### config.mk
export PLATFORM = sky130hd
export DESIGN_NAME = nmea_sentence_field_splitter
export DESIGN_NICKNAME = d
export VERILOG_FILES = /design/src/hdl/nsfs_pkg.sv /design/src/hdl/nsfs_core.sv /design/src/hdl/nmea_sentence_field_splitter.sv
export SDC_FILE = /design/constraint.sdc
export NUM_CORES = 1
export LEC_CHECK = 0
export ABC_AREA = 1
export BUFFER_PORTS_ARGS = -buffer_cell sky130_fd_sc_hd__buf_2
export CORE_MARGIN = 2
export CORE_UTILIZATION = 55
export CTS_BUF_LIST = sky130_fd_sc_hd__clkbuf_8 sky130_fd_sc_hd__clkbuf_16
export DETAILED_ROUTE_END_ITERATION = 6
export PLACE_DENSITY = 0.79
export SYNTH_ARGS = -nofsm -noshare
export SYNTH_HDL_FRONTEND = slang
export SYNTH_SLANG_ARGS = --single-unit
### constraint.sdc
create_clock -name clk -period 5.8 [get_ports clk]
set_input_delay 0.58 -clock clk [delete_from_list [all_inputs] [get_ports clk]]
set_output_delay 0.58 -clock clk [all_outputs]
set_load 0.01 [all_outputs]
### src/hdl/nsfs_pkg.sv
package nsfs_pkg;

  // Default sizes of the sentence layout.
  localparam int unsigned HeaderCharsDef = 6;
  localparam int unsigned FieldCountDef  = 16;
  localparam int unsigned FieldCharsDef  = 16;

  // Header register: up to eight characters, first character in the low byte.
  localparam int unsigned HdrMaxChars = 8;
  localparam int unsigned HdrWidth    = 8 * HdrMaxChars;
  localparam logic [HdrWidth-1:0] HdrReset = 64'h0000_434D_5250_4724; // "$GPRMC"

  // Counter widths cover the largest bounds (16 fields, 16 characters).
  localparam int unsigned CntWidth = 5;

  // The field that carries the navigation status character.
  localparam logic [CntWidth-1:0] StatusField = 5'd2;

  // Characters with a special meaning.
  localparam logic [7:0] CharNewline = 8'h0A;
  localparam logic [7:0] CharComma   = 8'h2C;
  localparam logic [7:0] CharStar    = 8'h2A;
  localparam logic [7:0] CharFixOk   = 8'h41;

  // Sentence status codes reported with each result.
  typedef enum logic [1:0] {
    STATUS_CONT  = 2'd0,
    STATUS_FIX   = 2'd1,
    STATUS_NOFIX = 2'd2
  } status_t;

  // One result transaction.
  typedef struct packed {
    status_t    status;
    logic       stored;
    logic [3:0] field;
    logic [3:0] pos;
    logic [7:0] char_val;
  } result_t;

endpackage

### src/hdl/nsfs_core.sv
module nsfs_core import nsfs_pkg::*; #(
  parameter int unsigned HEADER_CHARS = HeaderCharsDef,
  parameter int unsigned FIELD_COUNT  = FieldCountDef,
  parameter int unsigned FIELD_CHARS  = FieldCharsDef
) (
  input  logic                clk,
  input  logic                rst_n,
  input  logic                cfg_we,
  input  logic [HdrWidth-1:0] cfg_data,
  input  logic                step,
  input  logic [7:0]          byte_in,
  output result_t             res,
  output logic                hdr_matched
);

  localparam logic [CntWidth-1:0] HdrLen   = CntWidth'(HEADER_CHARS);
  localparam logic [CntWidth-1:0] FldLimit = CntWidth'(FIELD_COUNT);
  localparam logic [CntWidth-1:0] PosLimit = CntWidth'(FIELD_CHARS);

  logic [HdrWidth-1:0] header_r;
  logic                matched_r, matched_nxt;
  logic [CntWidth-1:0] field_r, field_nxt;
  logic [CntWidth-1:0] pos_r, pos_nxt;
  logic [7:0]          fix_r, fix_nxt;
  logic [7:0]          hdr_chars [HdrMaxChars];
  logic [7:0]          want;
  logic                is_sep;

  // Split the header register into its characters.
  for (genvar i = 0; i < HdrMaxChars; i++) begin : g_hdr
    assign hdr_chars[i] = header_r[8*i +: 8];
  end

  assign want   = hdr_chars[pos_r[2:0]];
  assign is_sep = (byte_in == CharComma) || (byte_in == CharStar);

  // Per-byte parser decision.
  always_comb begin
    matched_nxt = matched_r;
    field_nxt   = field_r;
    pos_nxt     = pos_r;
    fix_nxt     = fix_r;
    res         = '0;
    res.status  = STATUS_CONT;
    if (byte_in == CharNewline) begin
      matched_nxt = 1'b0;
      field_nxt   = '0;
      pos_nxt     = '0;
      res.status  = (fix_r == CharFixOk) ? STATUS_FIX : STATUS_NOFIX;
    end else if (matched_r && is_sep) begin
      if (field_r < FldLimit) begin
        field_nxt = field_r + 1'b1;
      end
      pos_nxt = '0;
    end else if (!matched_r) begin
      // Header is matched as a subsequence: mismatching bytes are skipped.
      if (pos_r >= HdrLen || pos_r >= CntWidth'(HdrMaxChars)) begin
        matched_nxt = 1'b1;
      end else if (byte_in == want) begin
        pos_nxt = pos_r + 1'b1;
        if (pos_nxt >= HdrLen) begin
          matched_nxt = 1'b1;
        end
      end
    end else if (field_r < FldLimit && pos_r < PosLimit) begin
      res.stored   = 1'b1;
      res.field    = field_r[3:0];
      res.pos      = pos_r[3:0];
      res.char_val = byte_in;
      if (field_r == StatusField && pos_r == '0) begin
        fix_nxt = byte_in;
      end
      pos_nxt = pos_r + 1'b1;
    end
  end

  // Parser state and the header register.
  always_ff @(posedge clk) begin
    if (!rst_n) begin
      header_r  <= HdrReset;
      matched_r <= 1'b0;
      field_r   <= '0;
      pos_r     <= '0;
      fix_r     <= '0;
    end else begin
      if (cfg_we) begin
        header_r <= cfg_data;
      end
      if (step) begin
        matched_r <= matched_nxt;
        field_r   <= field_nxt;
        pos_r     <= pos_nxt;
        fix_r     <= fix_nxt;
      end
    end
  end

  assign hdr_matched = matched_r;

endmodule

### src/hdl/nmea_sentence_field_splitter.sv
// NMEA sentence field splitter: takes one received character per input
// transaction and returns exactly one result transaction for it, telling
// whether the character was stored as field content (with its field number
// and position) and whether a newline ended the sentence with a valid fix.
// The header held in cfg_header_bytes (first character in the low byte,
// "$GPRMC" after reset) is matched as a subsequence before fields are
// split on ',' and '*'. Write the header only while no transaction is in
// flight. A character passes through an input register and a result
// register, so the block takes one character every clock cycle while out_stall
// does not hold the result register; the parser state loop holds a single
// register, which sets that rate.
module nmea_sentence_field_splitter import nsfs_pkg::*; #(
  parameter int unsigned HEADER_CHARS = HeaderCharsDef,
  parameter int unsigned FIELD_COUNT  = FieldCountDef,
  parameter int unsigned FIELD_CHARS  = FieldCharsDef
) (
  input  logic                clk,
  input  logic                rst_n,
  input  logic                in_valid,
  output logic                in_stall,
  input  logic [7:0]          in_received_byte,
  output logic                out_valid,
  input  logic                out_stall,
  output logic [1:0]          out_sentence_status,
  output logic                out_byte_stored,
  output logic [3:0]          out_store_field,
  output logic [3:0]          out_store_position,
  output logic [7:0]          out_stored_char,
  input  logic                cfg_valid,
  output logic                cfg_ready,
  input  logic [HdrWidth-1:0] cfg_header_bytes
);

  logic       s1_valid_r, s1_valid_nxt;
  logic [7:0] s1_byte_r;
  logic       out_valid_r, out_valid_nxt;
  result_t    out_r;
  result_t    res;
  logic       out_free, s1_fire, in_fire, hdr_matched;

  // Handshake: the result register frees the input register.
  assign out_free      = !out_valid_r || !out_stall;
  assign s1_fire       = s1_valid_r && out_free;
  assign in_stall      = s1_valid_r && !out_free;
  assign in_fire       = in_valid && !in_stall;
  assign s1_valid_nxt  = in_fire || (s1_valid_r && !s1_fire);
  assign out_valid_nxt = s1_fire || (out_valid_r && out_stall);
  assign cfg_ready     = 1'b1;

  nsfs_core #(
    .HEADER_CHARS(HEADER_CHARS),
    .FIELD_COUNT (FIELD_COUNT),
    .FIELD_CHARS (FIELD_CHARS)
  ) u_core (
    .clk        (clk),
    .rst_n      (rst_n),
    .cfg_we     (cfg_valid && cfg_ready),
    .cfg_data   (cfg_header_bytes),
    .step       (s1_fire),
    .byte_in    (s1_byte_r),
    .res        (res),
    .hdr_matched(hdr_matched)
  );

  // Valid flags of the input and result registers.
  always_ff @(posedge clk) begin
    if (!rst_n) begin
      s1_valid_r  <= 1'b0;
      out_valid_r <= 1'b0;
    end else begin
      s1_valid_r  <= s1_valid_nxt;
      out_valid_r <= out_valid_nxt;
    end
  end

  // Payload registers.
  always_ff @(posedge clk) begin
    if (in_fire) begin
      s1_byte_r <= in_received_byte;
    end
    if (s1_fire) begin
      out_r <= res;
    end
  end

  assign out_valid           = out_valid_r;
  assign out_sentence_status = out_r.status;
  assign out_byte_stored     = out_r.stored;
  assign out_store_field     = out_r.field;
  assign out_store_position  = out_r.pos;
  assign out_stored_char     = out_r.char_val;

  // The input side only stalls while a character waits in the input register.
  a_stall_needs_item: assert property (@(posedge clk) disable iff (!rst_n)
    in_stall |-> s1_valid_r)
    else $error("input stalled with an empty input register");

  // A newline always leaves the parser hunting for the header again.
  a_newline_clears: assert property (@(posedge clk) disable iff (!rst_n)
    (s1_fire && s1_byte_r == CharNewline) |=> !hdr_matched)
    else $error("header match survived a newline");

  // A sentence end never carries a stored character.
  a_end_no_store: assert property (@(posedge clk) disable iff (!rst_n)
    (out_valid_r && out_sentence_status != STATUS_CONT) |-> !out_byte_stored)
    else $error("stored character reported with a sentence end");

  // Stored characters only appear once the header has been matched.
  a_store_after_hdr: assert property (@(posedge clk) disable iff (!rst_n)
    (s1_fire && res.stored) |-> hdr_matched)
    else $error("character stored before the header was matched");

endmodule
==> Word-level counts from Yosys, hierarchy flattened <==
Cells that the tools add are included.
{ "classes": {"add_sub_neg": 2, "n_lt_le_gt_ge": 6, "n_eq_ne": 9, "mux": 20, "n_bitwise": 5, "reduce_logical": 28} }
{ "ops": {"columns": ["cell", "n"], "rows": [
  ["$mux W5", 9],
  ["$bmux W8 S3", 1],
  ["$mux W17", 1],
  ["$eq A8 B6 Y1 const B", 2],
  ["$mux W8", 2],
  ["$add A5 B1 Y5 const B", 2],
  ["$ge A5 B3 Y1 const B", 2],
  ["$lt A5 B5 Y1 const B", 2],
  ["$eq A8 B4 Y1 const B", 1],
  ["$eq A8 B7 Y1 const B", 1],
  ["$eq A8 B8 Y1", 1],
  ["$logic_and A1 B1 Y1", 8],
  ["$mux W1", 6],
  ["$reduce_and A6 Y1", 1],
  ["$eq A5 B2 Y1 const B", 1],
  ["$ge A5 B4 Y1 const B", 1],
  ["$logic_not A1 Y1", 5],
  ["$logic_not A5 Y1", 1],
  ["$logic_or A1 B1 Y1", 5],
  ["$ge A4 B4 Y1 const B", 1],
  ["$ne A4 B1 Y1 const B", 1],
  ["$ne A4 B4 Y1 const B", 1],
  ["$not A1 Y1", 4],
  ["$not A3 Y4", 1],
  ["9 further kinds", 10]
]} }
{ "totals": {"reg_bits": 112, "inputBits": 77, "out_inout_bits": 22} }

==> Depth between registers and ports, before layout <==
{ "logic_depth": {"depth_word": 10, "depth_mapped": 17} }

==> Cells and area by module <==
From an unflattened synthesis, not the netlist that was laid out.
{ "unflattened": {"cells_unflattened": 676, "area_unflattened_um2": 5106.1} }
{ "modules_own_cells": {"columns": ["mod", "instances", "cells_per_inst", "area_per_inst_um2", "seq_area_each_um2"], "rows": [
  ["nsfs_core", 1, 634, 4189.0, 1661.6],
  ["nmea_sentence_field_splitter", 1, 42, 917.1, 850.8]
]} }

==> Least setup slack after synthesis <==
No wires, ideal clock.
{ "synth_timing": {"kind": "input port to flip-flop", "start": "input out_stall", "end": "register u_core.pos_r[1]", "setup_ns": 0.064, "arrival_ns": 1.903, "required_ns": 5.736, "setup_slack_ns": 3.833, "stages": 9, "path_buffers": 0, "cell_sequence": "nand2_1 nand2_1 inv_1 o41ai_1 inv_1 nand3_4 nand2_1 inv_1 nor2_1"} }
{ "synth_via": {"elab_chain_len": 4} }
{ "synth_rtl": {"columns": ["element", "line", "text"], "rows": [
  ["start, declared", "nmea_sentence_field_splitter.sv:23", "input logic out_stall,"],
  ["$logic_not A1 Y1", "nmea_sentence_field_splitter.sv:42", "assign out_free = !out_valid_r || !out_stall;"],
  ["$logic_or A1 B1 Y1", "nmea_sentence_field_splitter.sv:42", null],
  ["$logic_and A1 B1 Y1", "nmea_sentence_field_splitter.sv:43", "assign s1_fire = s1_valid_r && out_free;"],
  ["net s1_fire", "nmea_sentence_field_splitter.sv:39", "logic out_free, s1_fire, in_fire, hdr_matched;"],
  ["$reduce_and A4 Y1 (no source line)", null, null],
  ["end signal, assigned", "nsfs_core.sv:92", "pos_r <= pos_nxt;"],
  ["end, declared", "nsfs_core.sv:23", "logic [CntWidth-1:0] pos_r, pos_nxt;"]
]} }
The timed path passes the listed nets, and every way through them passes these cells.
A chain may end at the register's enable or synchronous reset.

==> Final worst setup path <==
{ "layout_timing": {"start": "register u_core.pos_r[1]", "end": "register u_core.pos_r[2]"} }
{ "layout_via": {"elab_chain_len": 7, "word_cells_on_any_way": 21} }
{ "layout_rtl": {"columns": ["element", "line", "text"], "rows": [
  ["$not A3 Y4 (not written as such)", "nsfs_core.sv:34", "assign want = hdr_chars[pos_r[2:0]];"],
  ["$bmux W8 S3", "nsfs_core.sv:34", null],
  ["$mux W8 (not written as such) (2 in series)", "nsfs_core.sv:34", null],
  ["$eq A8 B8 Y1", "nsfs_core.sv:59", "end else if (byte_in == want) begin"],
  ["$reduce_bool A4 Y1 (no source line)", null, null],
  ["$reduce_and A4 Y1 (no source line)", null, null]
]} }
Several ways; a longest one is shown, not always the timed one. The select of a mux whose other input is x is not followed.

==> results by group <==
Finish
  – Area grow syn2layout: 11.9%
  – Fill cells: 858
  – Finished Cell Area: 5790 um2
  – Commonest non-fill, non-tap cell in the layout: nand2_1
  – Nets: 823
  – Post-layout util: 63.0%
  – Most frequent cells in the layout: nand2_1, buf_2, dfxtp_1
  – Layout cells sized above 1: 19.1%
  – Non-Filler Instances: 856
  – Diode count: 0

Clocking
  – # resized after CTS: 0
  – H-tree levels: 3
  – Worst skew pair latency: 0.37 ns
  – CTS buffer count: 9
  – Post-CTS Setup Bufs: 0
  – Worst-path clk slew: 0.10 ns
  – CTS Buffer Depth: 2
  – Hold_buf cts: 0
  – CTS root buf: clkbuf_8
  – CTS tree: done
  – Clk sinks: 112

Routing
  – DR pass1 iterations: 5
  – Mean routed wirelength per cell: 13.8 um
  – Final WL: 11.8 mm
  – Post-route ant nets: 0
  – Vias per inst: 5.37
  – Iteration-0 DRC count of the detailed router: 235
  – Via count: 4595
  – Drc violations: 0

Synthesis
  – Ys async rst share: 0%
  – Mux cell area share after synthesis: 0%
  – Sequential fraction of the synthesis area: 48.5%
  – Synth area leaders: dfxtp_1, edfxtp_1, nand2_1
  – Main combinational cell family by area after synthesis: simple AND/OR/NAND/NOR gates
  – Top_reg_cell synth: dfxtp_1
  – Cell area after synthesis: 5180 um2
  – Count of cell types in the netlist: 38
  – Synth Area per Inst: 7.77 um2
  – Post-synth EDFFs: 27
  – Synth area leader: dfxtp_1
  – Syn nets: 749
  – Synthesized flop and latch total: 112
  – Post-synthesis xor/xnor area fraction: 0.677%
  – Synth top area share: 32.9%
  – Synth Warn #: 0
  – Synth Area in Adders: 1.45%
  – Synth Area in Compound Gates: 13.9%
  – Post-Syn Instances: 666
  – Simple-Gate Fraction of Synth Area: 24.9%

Hold path
  – Min-Delay Path Class: input pin to flop
  – Hold Crit Start: in_received_byte[6]
  – WHS Endpoint: s1_byte_r[6]$_DFFE_PP_
  – Min-Delay Path Depth: 1

Placement
  – I/O Buffers: 97
  – Cells after DPL: 840
  – Detailed Place HPWL: 8.48 mm
  – GP Congestion: 0.999
  – Dpl ws: 3.08 ns
  – Post-DP Area: 5600 um2

Timing
  – Final period util: 43.8%
  – Post-route setup slack: 3.26 ns
  – Worst Clk Skew: 0.0140 ns
  – Worst slew pin tran: 1.09 ns
  – Hold Fails Final Rpt: 0
  – # setup viols final: 0
  – RSZ-0062 raised after global routing: false
  – Setup TNS: 0 ns
  – F_max: 393 MHz
  – Minimum clock period: 2.54 ns
  – Max-slew violations: 0
  – Slew margin rel.: 27.5%

Global route
  – Antenna violations before repair: 0
  – Vias in the first global route: 4381
  – Largest net degree at the start of global routing: 81
  – First-pass GRT wire length: 19.5 mm
  – Tot GR Track Use: 23.8%
  – Grt total ovfl: 0

Pwr
  – Worst-case vdd ir drop: 0.131 mV
  – Pwr/cell area: 250 nW/um2
  – LEAKAGE: 2.64 nW

Run status
  – Status: finished clean

Critical path
  – Worst setup SP type: flop
  – Worst-path maximum fanout: 22
  – WP data required: 6.10 ns
  – Crit path cell chain: inv_2 > nand3_1 > nand3_1 > nand2_1 > nand2_1 > nand2_1 > nand2_1 > nor2_2 > nand2_2 > nand3_4 > nand3_4 > nand2_1 > inv_1 > nor2_1
  – Critical path class: flop to flop
  – Reg-to-reg critical path endpoint: u_core.pos_r[2]$_SDFFE_PN0P_
  – Worst R2R Setup Slack: 3.26 ns
  – Cells on worst reg2reg path: 14
  – Crit path DAT: 2.84 ns
  – Cell repeated most along the worst path: nand2_1
  – Worst R2R Start: u_core.pos_r[1]$_SDFFE_PN0P_
  – Worst path slowest cell: dfxtp_1
  – CP endpoint kind: flop
  – Slowest stage delay, CP: 0.92 ns

Floorplan
  – Core area: 9200 um2
  – Die area: 10200 um2
  – Row count: 35
  – I/O pin count: 99
  – Initial core utilization: 56.3%
  – Die Height: 101 um
  – Die Wd: 101 um

Run
  – Max cap viols: 0
==> area by class of cell <==
| cell class | instances | area, um2 | share of cell area, % |
|---|---|---|---|
| Clock buffer | 12 | 165 | 2.85 |
| Multi-Input combinational cell | 432 | 2120 | 36.6 |
| Sequential cell | 112 | 2510 | 43.4 |
| Timing Repair Buffer | 98 | 493 | 8.51 |
| Clock inverter | 4 | 28.8 | 0.497 |
| Tap cell | 111 | 139 | 2.40 |
| Inverter | 87 | 334 | 5.77 |
==> through the flow <==
step | power, mW | hold WS [ns]
floorplan | 0.962 | 0.429
global placement | 1.01 | 0.447
detailed placement | 1.02 | 0.449
CTS | 1.45 | 0.371
global route | 1.51 | 0.357
finish | 1.45 | 0.376
==> cells by family (layout without fill, tap and decap cells) <==
family | count (synthesis) | in the layout
adders and majority gates | 6 | 6
and+or+nand+nor | 283 | 283
DFF | 112 | 112
buffers and inverters | 122 | 201
AOI/OAI and AO/OA | 138 | 138
xor gates and xnor gates | 4 | 4
other | 1 | 1
==> worst max path at each step <==
| stage | slack [ns] | cells past startpoint | endpoint | from |
|---|---|---|---|---|
| 2_1_floorplan | 3.83 | 9 | u_core.pos_r[1]$_SDFFE_PN0P_ | out_stall |
| 3_3_place_gp | 3.20 | 4 | u_core.header_r[41]$_SDFFE_PN1P_ | rst_n |
| 3_5_place_dp | 3.08 | 4 | u_core.header_r[41]$_SDFFE_PN1P_ | rst_n |
| 4_1_cts | 3.32 | 14 | u_core.pos_r[2]$_SDFFE_PN0P_ | u_core.pos_r[1]$_SDFFE_PN0P_ |
| 5_1_grt | 3.01 | 14 | u_core.pos_r[3]$_SDFFE_PN0P_ | u_core.pos_r[1]$_SDFFE_PN0P_ |
| 6_report | 3.26 | 14 | u_core.pos_r[2]$_SDFFE_PN0P_ | u_core.pos_r[1]$_SDFFE_PN0P_ |
==> synth_stat cells, types with 2 or more instances <==
| master | count |
|---|---|
| nand2_1 | 117 |
| dfxtp_1 | 85 |
| inv_1 | 80 |
| nor2_1 | 70 |
| o21ai_0 | 64 |
| a21oi_1 | 62 |
| nand3_1 | 61 |
| edfxtp_1 | 27 |
| clkbuf_1 | 20 |
| nand2_2 | 9 |
| nand4_1 | 7 |
| buf_6 | 6 |
| ha_1 | 6 |
| o21ai_1 | 6 |
| buf_2 | 4 |
| inv_2 | 4 |
| nor2_2 | 4 |
| nor3_1 | 4 |
| xor2_1 | 4 |
| buf_4 | 3 |
| clkinv_1 | 2 |
| nand2_4 | 2 |
| nand3_2 | 2 |
| nand3_4 | 2 |
| nor4_1 | 2 |
==> report_power, final <==
group | total (mW) | switching, mW | leakage [nW] | internal (mW)
logic | 0.146 | 0.0898 | 1.58 | 0.0559
clock network | 0.447 | 0.254 | 0.100 | 0.193
registers | 0.856 | 0.0173 | 0.964 | 0.838
total | 1.45 | 0.361 | 2.64 | 1.09
==> state kept, by name (all words and copies together), names as in the netlist, 2 cells and up <==
register and cells:
out_stored_char 8, out_store_position 4, u_core.header_r 64, u_core.pos_r 5
out_sentence_status 2, u_core.field_r 5, u_core.fix_r 8, s1_byte_r 8
out_store_field 4
==> worst max-delay path: cells and delay by family (launching register included) <==
kind,cells,cell delay (ns)
buf+inv,2,0.40
simple gates,12,1.15
flops,1,0.92
==> per-layer routing <==
layer	global-route usage [%]	part of all wire [%]	wire, um	vias to the layer above
li1	-	-	-	2298
met1	30.5	45	5300	2100
met2	40.1	47	5510	164
met3	4.92	6.0	711	33
met4	8.32	2.4	282	0
met5	0	0	0	-
No activity file was read; power rests on OpenSTA's default activity.
